==> src/hw/rtl/stne_pkg.sv <==
// stne_pkg: shared constants and types for the stream token number extractor
// no dependencies; used by the top level and its port checker

package stne_pkg;

  localparam int BYTE_W     = 8;
  localparam int CFG_IDX_W  = 2;
  localparam int CFG_DATA_W = 64;
  localparam int LEN_W      = 5;
  localparam int CNT_W      = 4;
  localparam int DIGITS_W   = 32;
  localparam int NIBBLE_W   = 4;
  localparam int TOKEN_SLOTS = 16;
  localparam int DIGIT_SLOTS = DIGITS_W / NIBBLE_W;

  localparam logic [BYTE_W-1:0] CHAR_ZERO = 8'h30;
  localparam logic [BYTE_W-1:0] CHAR_NINE = 8'h39;

  // configuration register indexes
  localparam logic [CFG_IDX_W-1:0] REG_TOKEN_FIRST  = 2'd0;
  localparam logic [CFG_IDX_W-1:0] REG_TOKEN_LAST   = 2'd1;
  localparam logic [CFG_IDX_W-1:0] REG_TOKEN_LENGTH = 2'd2;
  localparam logic [CFG_IDX_W-1:0] REG_DIGIT_COUNT  = 2'd3;

  localparam logic [LEN_W-1:0] TOKEN_LENGTH_RESET = 5'd1;
  localparam logic [CNT_W-1:0] DIGIT_COUNT_RESET  = 4'd4;

  typedef logic [BYTE_W-1:0] byte_t;
  typedef logic [DIGITS_W-1:0] digits_t;

endpackage

==> src/hw/rtl/stream_token_number_extractor.sv <==
// stream_token_number_extractor: token search and decimal field capture on a byte stream
// depends on stne_pkg; one input register, one result register

// Takes one response byte per cycle while the result register is not stalled, and finds
// the first occurrence of a configured token (1 to 16 bytes) with a parallel compare
// across a shift window, then captures up to digit_count decimal digits (capped at
// MAX_DIGITS and 8) and stops at the first non-digit. One result per response: when
// the value completes, or at end_of_response. The input register takes the item, and
// the state update then loads the result register. The window compare plus the state
// update sit in the single stage between those registers. A full result register
// whose item is not taken holds the stage, and the input register behind it.
// The user must write configuration only while no item is in flight;
// the block itself does not enforce this.

module stream_token_number_extractor #(
  parameter int MAX_TOKEN_BYTES = 16,
  parameter int MAX_DIGITS      = 8
) (
  input  logic                              clk,
  input  logic                              rst,
  input  logic                              cfg_valid,
  output logic                              cfg_ready,
  input  logic [stne_pkg::CFG_IDX_W-1:0]    cfg_index,
  input  logic [stne_pkg::CFG_DATA_W-1:0]   cfg_data,
  input  logic                              in_valid,
  output logic                              in_ready,
  input  logic [stne_pkg::BYTE_W-1:0]       data_byte,
  input  logic                              byte_valid,
  input  logic                              end_of_response,
  output logic                              out_valid,
  input  logic                              out_ready,
  output logic [stne_pkg::DIGITS_W-1:0]     value_digits,
  output logic [stne_pkg::CNT_W-1:0]        digits_received,
  output logic                              found
);

  localparam int FILL_W    = $clog2(MAX_TOKEN_BYTES + 1);
  localparam int DIGIT_CAP = (MAX_DIGITS > stne_pkg::DIGIT_SLOTS) ?
                             stne_pkg::DIGIT_SLOTS : MAX_DIGITS;
  localparam logic [FILL_W-1:0] FILL_MAX = FILL_W'(MAX_TOKEN_BYTES);
  localparam logic [stne_pkg::LEN_W-1:0] LEN_MAX = stne_pkg::LEN_W'(MAX_TOKEN_BYTES);
  localparam logic [stne_pkg::CNT_W-1:0] CNT_CAP = stne_pkg::CNT_W'(DIGIT_CAP);

  // configuration registers
  logic [stne_pkg::CFG_DATA_W-1:0] token_first_bytes;
  logic [stne_pkg::CFG_DATA_W-1:0] token_last_bytes;
  logic [stne_pkg::LEN_W-1:0]      token_length;
  logic [stne_pkg::CNT_W-1:0]      digit_count;

  assign cfg_ready = 1'b1;

  always_ff @(posedge clk) begin
    if (rst) begin
      token_first_bytes <= '0;
      token_last_bytes  <= '0;
      token_length      <= stne_pkg::TOKEN_LENGTH_RESET;
      digit_count       <= stne_pkg::DIGIT_COUNT_RESET;
    end else if (cfg_valid) begin
      unique case (cfg_index)
        stne_pkg::REG_TOKEN_FIRST:  token_first_bytes <= cfg_data;
        stne_pkg::REG_TOKEN_LAST:   token_last_bytes  <= cfg_data;
        stne_pkg::REG_TOKEN_LENGTH: token_length <= cfg_data[stne_pkg::LEN_W-1:0];
        stne_pkg::REG_DIGIT_COUNT:  digit_count  <= cfg_data[stne_pkg::CNT_W-1:0];
        default: ;
      endcase
    end
  end

  // input register
  logic            q_valid;
  stne_pkg::byte_t q_byte;
  logic            q_byte_valid;
  logic            q_end;
  logic            advance;

  assign advance  = q_valid && (!out_valid || out_ready);
  assign in_ready = !q_valid || advance;

  always_ff @(posedge clk) begin
    if (rst) begin
      q_valid <= 1'b0;
    end else if (in_ready) begin
      q_valid <= in_valid;
    end
  end

  always_ff @(posedge clk) begin
    if (in_valid && in_ready) begin
      q_byte       <= data_byte;
      q_byte_valid <= byte_valid;
      q_end        <= end_of_response;
    end
  end

  // match state
  stne_pkg::byte_t            win [MAX_TOKEN_BYTES];
  logic [FILL_W-1:0]          fill;
  logic                       token_seen;
  stne_pkg::digits_t          captured;
  logic [stne_pkg::CNT_W-1:0] count;
  logic                       value_done;

  stne_pkg::byte_t            win_next [MAX_TOKEN_BYTES];
  logic [FILL_W-1:0]          fill_next;
  logic                       token_seen_next;
  stne_pkg::digits_t          captured_next;
  logic [stne_pkg::CNT_W-1:0] count_next;
  logic                       value_done_next;

  // effective token length and digit limit
  logic [stne_pkg::LEN_W-1:0] eff_len;
  logic [stne_pkg::CNT_W-1:0] eff_digits;

  always_comb begin
    priority if (token_length == '0) eff_len = stne_pkg::LEN_W'(1);
    else if (token_length > LEN_MAX) eff_len = LEN_MAX;
    else eff_len = token_length;
    priority if (digit_count == '0) eff_digits = stne_pkg::CNT_W'(1);
    else if (digit_count > CNT_CAP) eff_digits = CNT_CAP;
    else eff_digits = digit_count;
  end

  stne_pkg::byte_t tok [stne_pkg::TOKEN_SLOTS];

  always_comb begin
    for (int k = 0; k < stne_pkg::TOKEN_SLOTS; k++) begin
      if (k < 8) tok[k] = token_first_bytes[8*k +: 8];
      else       tok[k] = token_last_bytes[8*(k-8) +: 8];
    end
  end

  // window after shifting in the current byte, and its compare
  stne_pkg::byte_t            shifted [MAX_TOKEN_BYTES];
  logic [FILL_W-1:0]          fill_shifted;
  logic [MAX_TOKEN_BYTES-1:0] lane_ok;
  logic [stne_pkg::LEN_W-1:0] tok_idx [MAX_TOKEN_BYTES];
  logic                       window_match;

  always_comb begin
    shifted[0] = q_byte;
    for (int i = 1; i < MAX_TOKEN_BYTES; i++) shifted[i] = win[i-1];
    fill_shifted = (fill == FILL_MAX) ? fill : fill + FILL_W'(1);
    for (int j = 0; j < MAX_TOKEN_BYTES; j++) begin
      // newest byte lines up with the last token byte
      tok_idx[j] = eff_len - stne_pkg::LEN_W'(1) - stne_pkg::LEN_W'(j);
      lane_ok[j] = (stne_pkg::LEN_W'(j) >= eff_len) || (shifted[j] == tok[tok_idx[j][3:0]]);
    end
    window_match = (stne_pkg::LEN_W'(fill_shifted) >= eff_len) && (&lane_ok);
  end

  logic                       is_digit;
  logic [stne_pkg::CNT_W-1:0] count_inc;
  logic                       emit;

  assign is_digit  = (q_byte >= stne_pkg::CHAR_ZERO) && (q_byte <= stne_pkg::CHAR_NINE);
  assign count_inc = count + stne_pkg::CNT_W'(1);

  always_comb begin
    win_next        = win;
    fill_next       = fill;
    token_seen_next = token_seen;
    captured_next   = captured;
    count_next      = count;
    value_done_next = value_done;
    emit            = 1'b0;
    if (q_byte_valid && !value_done) begin
      priority if (!token_seen) begin
        win_next        = shifted;
        fill_next       = fill_shifted;
        token_seen_next = window_match;
      end else if (is_digit) begin
        captured_next = {captured[stne_pkg::DIGITS_W-stne_pkg::NIBBLE_W-1:0],
                         q_byte[stne_pkg::NIBBLE_W-1:0]};
        count_next    = count_inc;
        if (count_inc >= eff_digits) begin
          value_done_next = 1'b1;
          emit            = 1'b1;
        end
      end else begin
        value_done_next = 1'b1;
        emit            = 1'b1;
      end
    end
    // end of response reports once if the value never completed
    if (q_end && !value_done_next) emit = 1'b1;
  end

  always_ff @(posedge clk) begin
    if (rst) begin
      for (int i = 0; i < MAX_TOKEN_BYTES; i++) win[i] <= '0;
      fill       <= '0;
      token_seen <= 1'b0;
      captured   <= '0;
      count      <= '0;
      value_done <= 1'b0;
    end else if (advance) begin
      if (q_end) begin
        for (int i = 0; i < MAX_TOKEN_BYTES; i++) win[i] <= '0;
        fill       <= '0;
        token_seen <= 1'b0;
        captured   <= '0;
        count      <= '0;
        value_done <= 1'b0;
      end else begin
        win        <= win_next;
        fill       <= fill_next;
        token_seen <= token_seen_next;
        captured   <= captured_next;
        count      <= count_next;
        value_done <= value_done_next;
      end
    end
  end

  // result register
  always_ff @(posedge clk) begin
    if (rst) begin
      out_valid <= 1'b0;
    end else if (advance && emit) begin
      out_valid <= 1'b1;
    end else if (out_ready) begin
      out_valid <= 1'b0;
    end
  end

  always_ff @(posedge clk) begin
    if (advance && emit) begin
      value_digits    <= token_seen_next ? captured_next : '0;
      digits_received <= token_seen_next ? count_next : '0;
      found           <= token_seen_next;
    end
  end

endmodule

==> config.mk <==
export PLATFORM = sky130hd
export DESIGN_NAME = stream_token_number_extractor
export DESIGN_NICKNAME = d
export VERILOG_FILES = /design/src/hw/rtl/stne_pkg.sv /design/src/hw/rtl/stream_token_number_extractor.sv
export SDC_FILE = /design/constraint.sdc
export NUM_CORES = 1
export LEC_CHECK = 0
export ABC_AREA = 1
export BUFFER_PORTS_ARGS = -buffer_cell sky130_fd_sc_hd__clkbuf_2
export CAP_MARGIN = 20
export CORE_ASPECT_RATIO = 1.75
export CORE_MARGIN = 5
export CORE_UTILIZATION = 40
export DETAILED_ROUTE_END_ITERATION = 8
export MAX_ROUTING_LAYER = met4
export SYNTH_ARGS = -nofsm -noshare
export SYNTH_HDL_FRONTEND = slang
export SYNTH_SLANG_ARGS = --single-unit
==> constraint.sdc <==
create_clock -name clk -period 8.1 [get_ports clk]
set_input_delay 1.62 -clock clk [delete_from_list [all_inputs] [get_ports clk]]
set_output_delay 1.62 -clock clk [all_outputs]
set_load 0.02 [all_outputs]
## Yosys cells after proc, flatten, opt, wreduce, memory -nomap -nowiden

Index checks and enable logic that the tools add are counted.
W data, S select, Z words.

| operators by class | value |
|---|---|
| add/sub/neg operators | 18 |
| equality and inequality tests | 21 |
| magnitude comparators | 38 |
| bitwise gates (word level) | 16 |
| multiplexer cells | 82 |
| reduce and logical (&&, ||, !) cells | 40 |

Operators with widths:

| operator | number |
|---|---|
| $bmux W8 S4 | 16 |
| $mux W128 | 3 |
| $mux W8 | 32 |
| $eq A8 B8 Y1 | 16 |
| $mux W32 | 4 |
| $ge A5 B5 Y1 const B | 16 |
| $not A4 Y5 | 16 |
| $ge A4 B5 Y1 const A | 8 |
| $sub A4 B4 Y4 const B | 8 |
| $mux W5 | 6 |
| $mux W4 | 6 |
| $ge A3 B5 Y1 const A | 4 |
| $logic_or A1 B1 Y1 | 18 |
| $reduce_and A16 Y1 | 1 |
| $sub A4 B3 Y4 const B | 4 |
| $mux W1 | 15 |
| $ge A1 B5 Y1 const A | 2 |
| $ge A2 B5 Y1 const A | 2 |
| $ge A8 B6 Y1 const B | 1 |
| $le A8 B6 Y1 const B | 1 |
| $reduce_and A2 Y1 | 4 |
| $sub A4 B1 Y4 const B | 2 |
| $sub A4 B2 Y4 const B | 2 |
| $logic_and A1 B1 Y1 | 7 |
| other kinds (16) | 21 |

| word-level totals | value |
|---|---|
| logic and storage cells | 247 |
| bits in registers | 349 |
| output and inout bits | 40 |

## Longest topological paths before layout

Gate-level depths: netlist (run 1).

| logic depth | value |
|---|---|
| depth in word-level cells | 16 |
| gate-level depth with buffers | 29 |

## Worst setup path after synthesis (run 1)

No wires, ideal clock.

| timing | value |
|---|---|
| path kind | input to register |
| start point | in out_ready |
| end point | reg digits_received[0] (netlist bit) (enable) |
| stages | 6 |
| arrival | 3861 ps |
| setup time | 445 ps |
| setup slack | 3794 ps |
| cell sequence | inv_1 > nand2_1 > nand2_1 > inv_1 > nand4_1 > a21oi_1 |

| between the ends | value |
|---|---|
| word-level cells in the longest chain between the ends | 3 |

RTL lines:

| what | RTL line | source |
|---|---|---|
| start, declared | stream_token_number_extractor.sv:31 | `input logic out_ready,` |
| $logic_or A1 B1 Y1 | stream_token_number_extractor.sv:76 | `assign advance = q_valid && (!out_valid \|\| out_ready);` |
| $logic_and A1 B1 Y1 | stream_token_number_extractor.sv:76 |  |
| $logic_and A1 B1 Y1 | stream_token_number_extractor.sv:227 | `if (advance && emit) begin` |
| end signal, assigned | stream_token_number_extractor.sv:229 | `digits_received <= token_seen_next ? count_next : '0;` |
| end, declared | stream_token_number_extractor.sv:33 | `output logic [stne_pkg::CNT_W-1:0] digits_received,` |

Every way passes these cells.
A chain may end at the register's enable or synchronous reset.

## Worst setup path after layout (run 1)

| timing | value |
|---|---|
| start point | reg token_length[4] (netlist bit) |
| end point | reg value_digits[12] (netlist bit), data pin |

| between the ends | value |
|---|---|
| word-level cells in the longest chain between the ends | 15 |

RTL lines:

| what | RTL line | source |
|---|---|---|
| start, declared | stream_token_number_extractor.sv:47 | `logic [stne_pkg::LEN_W-1:0] token_length;` |
| start signal, assigned | stream_token_number_extractor.sv:56 | `token_length <= stne_pkg::TOKEN_LENGTH_RESET;` |
| start signal, assigned | stream_token_number_extractor.sv:62 | `stne_pkg::REG_TOKEN_LENGTH: token_length <= cfg_data[stne_pkg::LEN_W-1:0];` |
| $gt A5 B5 Y1 | stream_token_number_extractor.sv:116 | `else if (token_length > LEN_MAX) eff_len = LEN_MAX;` |
| $mux W5 | stream_token_number_extractor.sv:116 |  |
| $mux W5 (*) | stream_token_number_extractor.sv:115 | `priority if (token_length == '0) eff_len = stne_pkg::LEN_W'(1);` |
| $sub A4 B1 Y4 | stream_token_number_extractor.sv:145 | `tok_idx[j] = eff_len - stne_pkg::LEN_W'(1) - stne_pkg::LEN_W'(j);` |
| $sub A4 B1 Y4, or another cell as far along | stream_token_number_extractor.sv:145 |  |
| $not A4 Y5 (not written as such) | stream_token_number_extractor.sv:146 | `lane_ok[j] = (stne_pkg::LEN_W'(j) >= eff_len) \|\| (shifted[j] == tok[tok_idx[j][3:0]]);` |
| $bmux W8 S4 | stream_token_number_extractor.sv:146 |  |
| $mux W8 (not written as such) (2 in series) | stream_token_number_extractor.sv:146 |  |
| $eq A8 B8 Y1 | stream_token_number_extractor.sv:146 |  |
| $logic_or A1 B1 Y1 | stream_token_number_extractor.sv:146 |  |
| $reduce_and A16 Y1 | stream_token_number_extractor.sv:148 | `window_match = (stne_pkg::LEN_W'(fill_shifted) >= eff_len) && (&lane_ok);` |
| $logic_and A1 B1 Y1 (*) | stream_token_number_extractor.sv:148 |  |
| $mux W1 (*) | stream_token_number_extractor.sv:167 | `priority if (!token_seen) begin` |
| $mux W1 (*) | stream_token_number_extractor.sv:166 | `if (q_byte_valid && !value_done) begin` |
| end signal, assigned | stream_token_number_extractor.sv:228 | `value_digits <= token_seen_next ? captured_next : '0;` |
| end, declared | stream_token_number_extractor.sv:32 | `output logic [stne_pkg::DIGITS_W-1:0] value_digits,` |

Mark *: on every way between the ends. The rest lies on a longest branch, timed or not. The select of a mux whose other input is x is not followed.

==> results by group, run 1 <==
Yosys
  – Top FF cell, synth: dfxtp_1
  – Simple-gate share of the synthesized area: a little under half
  – Post-synthesis compound-gate area fraction: 11.3%
  – FF+latch count, synth: approximately 350
  – Count of unique library cells instantiated by Yosys: 36
  – Syn nets: 3921
  – Ys async rst share: 0%
  – Mapped cell area: 0.0227 mm²
  – Yosys warns: 0
  – Proportion of synthesized chip area in sequential cells: about a third
  – Multiplexer share of the synthesized area: 0%
  – Number of synthesized flops with an enable pin: 47
  – Synth Instances: about 3800
  – Avg Cell Area, Syn: about 5.9 µm²
  – Post-Synth Adder-Cell Area: less than 1%
  – XOR/XNOR Fraction of Synth Area: 0.458%
  – Largest family of logic cells by synthesized area: simple AND/OR/NAND/NOR gates

Power and ir drop
  – Static Leak: 0.0113 µW
  – Pwr dens: 205 mW/mm²
  – VDD IR max: approximately 0.19 mV

Setup path
  – Slowest-stage cell, CP: nand2_2
  – Crit Path Class: register to register
  – Crit path max fanout: 44
  – CP arrival: 5.83 ns
  – Startpoint types: register
  – CP endpoint kind: register
  – Crit path largest cell delay: ~0.76 ns
  – Stages on the worst setup path: 24
  – WP buf/inv: 4
  – Most used cell, CP: nand2_1
  – Delay-heaviest family, CP: simple AND/OR/NAND/NOR gates
  – Crit-path cells: inv_2, nand3_2, buf_4, nand3_1, nand2_2, inv_2, nand2_1, nand2_2, nand2_1, nand3_1, nand2_1, nand2_1, nand2_1, nand2_1, nor2_1, nand2_1, nand2_1, nand2_1, nor2_1, nand2_1, nor2_1, nor2_2, buf_4, nor2_1
  – Reg2Reg Depth: 24
  – Critical path required time: 8.52 ns

Clocking
  – Clock Pin Slew Worst Setup and Hold Paths: 0.07 ns
  – # resized after CTS: 0
  – Post-CTS Setup Bufs: 0
  – Total CTS buffers: 35
  – Cts hold-fix bufs: 0
  – Worst-Skew Late Latency: between 0.5 and 0.6 ns
  – Clock tree sinks: 349
  – Htree depth: 2
  – CTS tree: built
  – Root Buffer: clkbuf_16
  – CTS max path bufs: 3

Place
  – Final HPWL DP: 77.9 mm
  – IO Port Bufs: 119
  – Routability Congestion: 1.05
  – DP Cell Count: 4524

Layout
  – Most frequent cells in the layout: nand2_1 (1461), nand3_1 (724), dfxtp_1 (302)
  – Fillers: 6216
  – Commonest non-fill, non-tap cell in the layout: nand2_1
  – Area grow syn2layout: 9.70%
  – Share of cells above drive strength 1: 7.63%
  – Layout Nets: 3895
  – Fin cells: 4591

Global routing
  – Overflow after GRT: 0
  – Largest net degree at the start of global routing: just over 100
  – Top Usage Layer GRT: met2
  – Overall Global Routing Usage: 32.4%
  – GR Layer Usage met2: 51.8%
  – Met3 Usage GRT: 4.13%
  – Met1 usage: 36.7%
  – First-pass GRT wire length: 148 mm
  – Number of global-route vias before repair: roughly 23000
  – Initial antenna violation count: 4

Die
  – Initial Util: 40.3%
  – # IOs: 121
  – Chip Width: between 150 and 200 µm
  – Core Box Area: 0.0563 mm²
  – Total die area: slightly above 0.06 mm²
  – Row count: 115
  – Die extent in y: between 300 and 400 µm

STA
  – Fin. Hold Viols: 0
  – Max_slew headroom: 19.0%
  – Skew final: between 0.02 and 0.03 ns
  – RSZ-0062 raised after global routing: no
  – Worst Tran Pin Value: 1.21 ns
  – Setup-failing EPs final: 0
  – Fmax: approximately 0.18 GHz
  – Max-slew violations: 0
  – Final TNS setup: 0 ns
  – Tcrit/Tclk final: 66.9%
  – Minimum clock period: around 5.4 ns

Detailed routing
  – DRC viols: 0
  – Vias/cell: ~5.5
  – Initial DRC Count: 2634
  – Post-route ant nets: 0
  – Post-Route WL: 100 mm
  – Via Count: roughly 25000
  – DR WL/cell: about 22 µm
  – Drt first pass iters: 7

Worst hold path
  – Worst Hold Depth: 2
  – Class of the worst hold path: register to register

Flow run
  – Total of max-cap violations: 0

Status
  – Status: finished, final reports clean
==> sequential cells by signal (all words and copies together) (netlist names), 5 cells and up <==
name,flops
token_first_bytes,64
captured,32
fill,5
token_last_bytes,64
shifted,120
q_byte,8
token_length,5
value_digits,32
==> tightest hold or removal path: stages, from the launching register on <==
cell and delay, ns:
dfxtp_1 0.31, nand2_1 0.06, a21oi_1 0.05
==> per-stage QoR <==
step	power (µW)	hold WS [ns]	worst slack, ns	util (%)	cell area [µm²]
after floorplan	2860	0.441	3.79	-	22700
after global placement	3340	0.448	2.80	42.1	23700
after detailed placement	3340	0.456	2.78	42.1	23700
after CTS	5100	0.466	2.78	44.2	24900
after global routing	5340	0.491	2.03	44.2	24900
final	5110	0.466	2.68	44.2	24900
==> where the power goes <==
group | switching (µW) | internal [µW] | leakage (µW)
combinational | 1100 | 407 | 0.00780
sequential | 36.9 | 1800 | 0.00286
clock | 755 | 1010 | 0.000593
total | 1890 | 3220 | 0.0113
==> kinds of logic (layout without fill, tap and decap cells) <==
group           Yosys count  after routing
compound gates          506            506
buf+inv                 512            511
simple gates           2437           2437
xor+xnor                 11             11
flops                   349            349
other cells               1              5
fa+ha+maj                12             12
==> cells in the mapped netlist (12+ instances only) <==
library cell  instances  area [µm²]
nand2_1            1463        5490
clkbuf_1            129         484
nor2_1              145         544
o21ai_1              30         150
a21oi_1             284        1420
buf_1                34         128
or2_2                34         213
dfxtp_1             302        6050
o21ai_0             182         911
nand3_1             724        3620
inv_2                19        71.3
edfxtp_1             47        1410
buf_2                48         240
ha_1                 12         150
inv_1               270        1010
nand3b_1             47         353
==> layer usage <==
metal	part of all wire [%]	wire (µm)
met5	0	0
met4	10	10000
met3	6.6	6580
met2	46	46600
met1	37	37200
==> final timing paths <==
kind,endpoint,startpoint,slack (ns)
worst max-delay path,value_digits[12]$_SDFFCE_PN0P_,token_length[4]$_SDFFE_PP0P_,2.68
worst min-delay path,captured[28]$_SDFFE_PP0P_,captured[28]$_SDFFE_PP0P_,0.47
worst max register to register,value_digits[12]$_SDFFCE_PN0P_,token_length[4]$_SDFFE_PP0P_,2.68
worst min register to register,captured[28]$_SDFFE_PP0P_,captured[28]$_SDFFE_PP0P_,0.47
==> area by class of cell <==
cell class                      instances  area [µm²]  area share, %
Tap cell                              760         951           3.82
Clock inverter                         12         146          0.588
Clock buffer                           50        1060           4.25
Multi-Input combinational cell       2967       13300           53.3
Sequential cell                       349        7460           30.0
Antenna cell                            4        10.0         0.0402
Inverter                              292        1100           4.41
Timing Repair Buffer                  157         896           3.60
Note: power is estimated with default switching activity, not from simulation.
==> run 2, diff against run 1 <==
Clock period 8.1 ns to 5.6 ns, I/O delays scaled along.
==> run 2 against run 1 <==
  * Sequential cell count did not move
  * Clock-buffer cell count fell by 2
  * Non-clock buffer count rose by 9
  * Via count fell by 0.89%
  * Routed wire length fell by 3.2%
  * Hold slack improved by 0.0045 ns
  * Cell count rose by 0.17%
  * Critical path type unchanged
==> results by group, run 2 (same netlist as run 1, synthesis figures left out) <==
Worst hold path
  – Hold path startpoint: token_first_bytes[20]$_SDFFE_PP0P_ (was captured[28]$_SDFFE_PP0P_)
  – Worst Hold Depth: 2 (unchanged)
  – Hold EP: token_first_bytes[20]$_SDFFE_PP0P_ (was captured[28]$_SDFFE_PP0P_)
  – Class of the worst hold path: register to register (unchanged)

Die
  – Die extent in y: 325 µm (unchanged)
  – Core Box Area: 0.0563 mm² (unchanged)
  – Total die area: 0.0618 mm² (unchanged)
  – Chip Width: 190 µm (unchanged)
  – Initial Util: 40.3% (unchanged)
  – # IOs: 121 (unchanged)
  – Row count: 115 (unchanged)

Clocking
  – Worst-Skew Late Latency: 0.57 ns (was 0.58 ns)
  – CTS tree: built (unchanged)
  – Post-CTS Setup Bufs: 0 (unchanged)
  – Htree depth: 2 (unchanged)
  – Clock tree sinks: 349 (unchanged)
  – # resized after CTS: 0 (unchanged)
  – Cts hold-fix bufs: 0 (unchanged)
  – Root Buffer: clkbuf_16 (unchanged)
  – CTS max path bufs: 3 (unchanged)
  – Total CTS buffers: 37 (was 35)
  – Clock Pin Slew Worst Setup and Hold Paths: 0.07 ns (about the same)

Detailed routing
  – DRC viols: 0 (unchanged)
  – Vias/cell: 5.48 (was 5.54)
  – Post-Route WL: 97.2 mm (was 100 mm)
  – Drt first pass iters: 8 (was 7)
  – Initial DRC Count: 2553 (was 2634)
  – Post-route ant nets: 0 (unchanged)
  – DR WL/cell: 21.1 µm (was 21.9 µm)
  – Via Count: 25215 (was 25442)

Setup path
  – Critical path required time: 6.02 ns (was 8.52 ns)
  – Crit Path Class: register to register (unchanged)
  – Crit path max fanout: 51 (was 44)
  – CP endpoint kind: register (unchanged)
  – Reg2reg setup slack: 1.18 ns (was 2.68 ns)
  – Launch point of the worst reg-to-reg path: token_length[3]$_SDFFE_PP0P_ (was token_length[4]$_SDFFE_PP0P_)
  – CP arrival: 4.83 ns (was 5.83 ns)
  – Reg2Reg Depth: 20 (was 24)
  – Startpoint types: register (unchanged)
  – Reg2Reg Capture Point: digits_received[3]$_SDFFCE_PN0P_ (was value_digits[12]$_SDFFCE_PN0P_)

Layout
  – Most frequent cells in the layout: nand2_1 (1461), nand3_1 (724), dfxtp_1 (302) (unchanged)
  – Area of the multi-input gates: 0.0133 mm² (about the same)
  – # diodes: 0 (was 4)
  – Sequential Area: 0.00746 mm² (unchanged)
  – Layout Nets: 3906 (was 3895)
  – Fin cells: 4599 (was 4591)
  – Fin area: 0.0249 mm² (about the same)
  – Share of cells above drive strength 1: 7.89% (was 7.63%)
  – Area grow syn2layout: 9.95% (was 9.70%)
  – Fillers: 6173 (was 6216)
  – Max FFs per register: 120 (unchanged)
  – Commonest non-fill, non-tap cell in the layout: nand2_1 (unchanged)

Global routing
  – Largest net degree at the start of global routing: 126 (was 103)
  – Overall Global Routing Usage: 31.4% (was 32.4%)
  – First-pass GRT wire length: 144 mm (was 148 mm)
  – Initial antenna violation count: 1 (was 4)
  – Number of global-route vias before repair: 23169 (was 23235)
  – Overflow after GRT: 0 (unchanged)

Place
  – IO Port Bufs: 119 (unchanged)
  – Routability Congestion: 1.06 (was 1.05)
  – DP Cell Count: 4534 (was 4524)
  – Final HPWL DP: 76.4 mm (was 77.9 mm)
  – Place WS: 1.21 ns (was 2.78 ns)
  – Placed cell areas: 0.0238 mm² (was 0.0237 mm²)

Power and ir drop
  – Clock share of power: 33.9% (was 34.6%)
  – Switching power: 2780 µW (was 1890 µW)
  – Sequential power share: 36.1% (was 35.9%)
  – P_int: 4570 µW (was 3220 µW)
  – VDD IR max: 0.252 mV (was 0.187 mV)
  – Pwr dens: 295 mW/mm² (was 205 mW/mm²)
  – Net Sw Frac: 37.9% (was 37.0%)
  – Static Leak: 0.0113 µW (about the same)
  – Logic pwr share: 30.0% (was 29.5%)
  – Overall power: 7350 µW (was 5110 µW)

Flow run
  – Total of max-cap violations: 0 (unchanged)

STA
  – Max-slew violations: 0 (unchanged)
  – Fin. Hold Viols: 0 (unchanged)
  – Setup-failing EPs final: 0 (unchanged)
  – Final setup margin: 1.18 ns (was 2.68 ns)
  – Tcrit/Tclk final: 78.8% (was 66.9%)
  – Minimum clock period: 4.42 ns (was 5.42 ns)
  – Worst Tran Pin Value: 0.881 ns (was 1.21 ns)
  – Skew final: 0.0193 ns (was 0.0299 ns)
  – RSZ-0062 raised after global routing: no (unchanged)
  – Final TNS setup: 0 ns (unchanged)
  – Fmax: 0.226 GHz (was 0.185 GHz)
  – Max_slew headroom: 41.2% (was 19.0%)

Status
  – Status: finished, final reports clean (unchanged)
[run 2: cell types whose count changed in the layout (fill, tap and decap cells not counted), sizes merged]
cell,before,now
diode,4,0
clkinv,11,15
bufinv,3,1
clkbuf,169,166
buf,38,48
inv,289,291
clkinvlp,1,2
[run 2: layer usage]
layer  up-vias  track usage, %  wire [µm]
met5         -               -          0
met2      1003            51.7      46200
li1      12392               -          -
met4         0            22.0       8780
met3       290            3.03       5570
met1     11530            35.7      36700
[run 2: worst max-delay path by stage]
stage | start | to | slack (ns) | cells after the start
floorplan | out_ready | digits_received[0]$_SDFFCE_PN0P_ | 1.79 | 6
global placement | token_length[3]$_SDFFE_PP0P_ | value_digits[8]$_SDFFCE_PN0P_ | 1.26 | 20
detailed placement | token_length[3]$_SDFFE_PP0P_ | value_digits[17]$_SDFFCE_PN0P_ | 1.21 | 20
CTS | token_length[3]$_SDFFE_PP0P_ | digits_received[3]$_SDFFCE_PN0P_ | 1.20 | 20
global route | token_length[3]$_SDFFE_PP0P_ | value_digits[7]$_SDFFCE_PN0P_ | 0.84 | 20
finish | token_length[3]$_SDFFE_PP0P_ | digits_received[3]$_SDFFCE_PN0P_ | 1.18 | 20
[run 2: power by group through the flow]
stage	clock (µW)	sequential, µW	combinational [µW]
floorplan	0	2700	1450
global placement	0	2700	2160
detailed placement	0	2700	2160
CTS	2540	2650	2170
global route	2620	2660	2420
finish	2490	2650	2210
[run 2: per-stage QoR]
stage	hold slack [ns]	utilization, %
5_1_grt	0.478	44.3
3_5_place_dp	0.458	42.3
4_1_cts	0.468	44.3
2_1_floorplan	0.441	-
3_3_place_gp	0.449	42.3
6_report	0.470	44.3
[run 2: cell type report]
class | count | area share (%)
clock inverters | 17 | 0.557
inverters | 292 | 4.40
flip-flops and latches | 349 | 29.9
well taps | 760 | 3.81
clock buffers | 48 | 4.16
repair buffers | 166 | 4.01
multi-input cells | 2967 | 53.2
[run 2: critical path, stage by stage, from the launching register on]
cell	delay, ns
dfxtp_1	0.38
nor2_1	0.18
nand2_1	0.11
nand2_1	0.19
nand2_4	0.40
o21ai_1	0.39
nand2_2	0.32
inv_2	0.39
nand3_1	0.18
nand3_1	0.12
nand2_1	0.10
nor2_1	0.20
nand2_1	0.08
nor2_1	0.21
nor2_1	0.06
nor2_1	0.12
nand2_1	0.11
nor2_1	0.21
nor2_2	0.05
buf_4	0.28
nor2_1	0.16
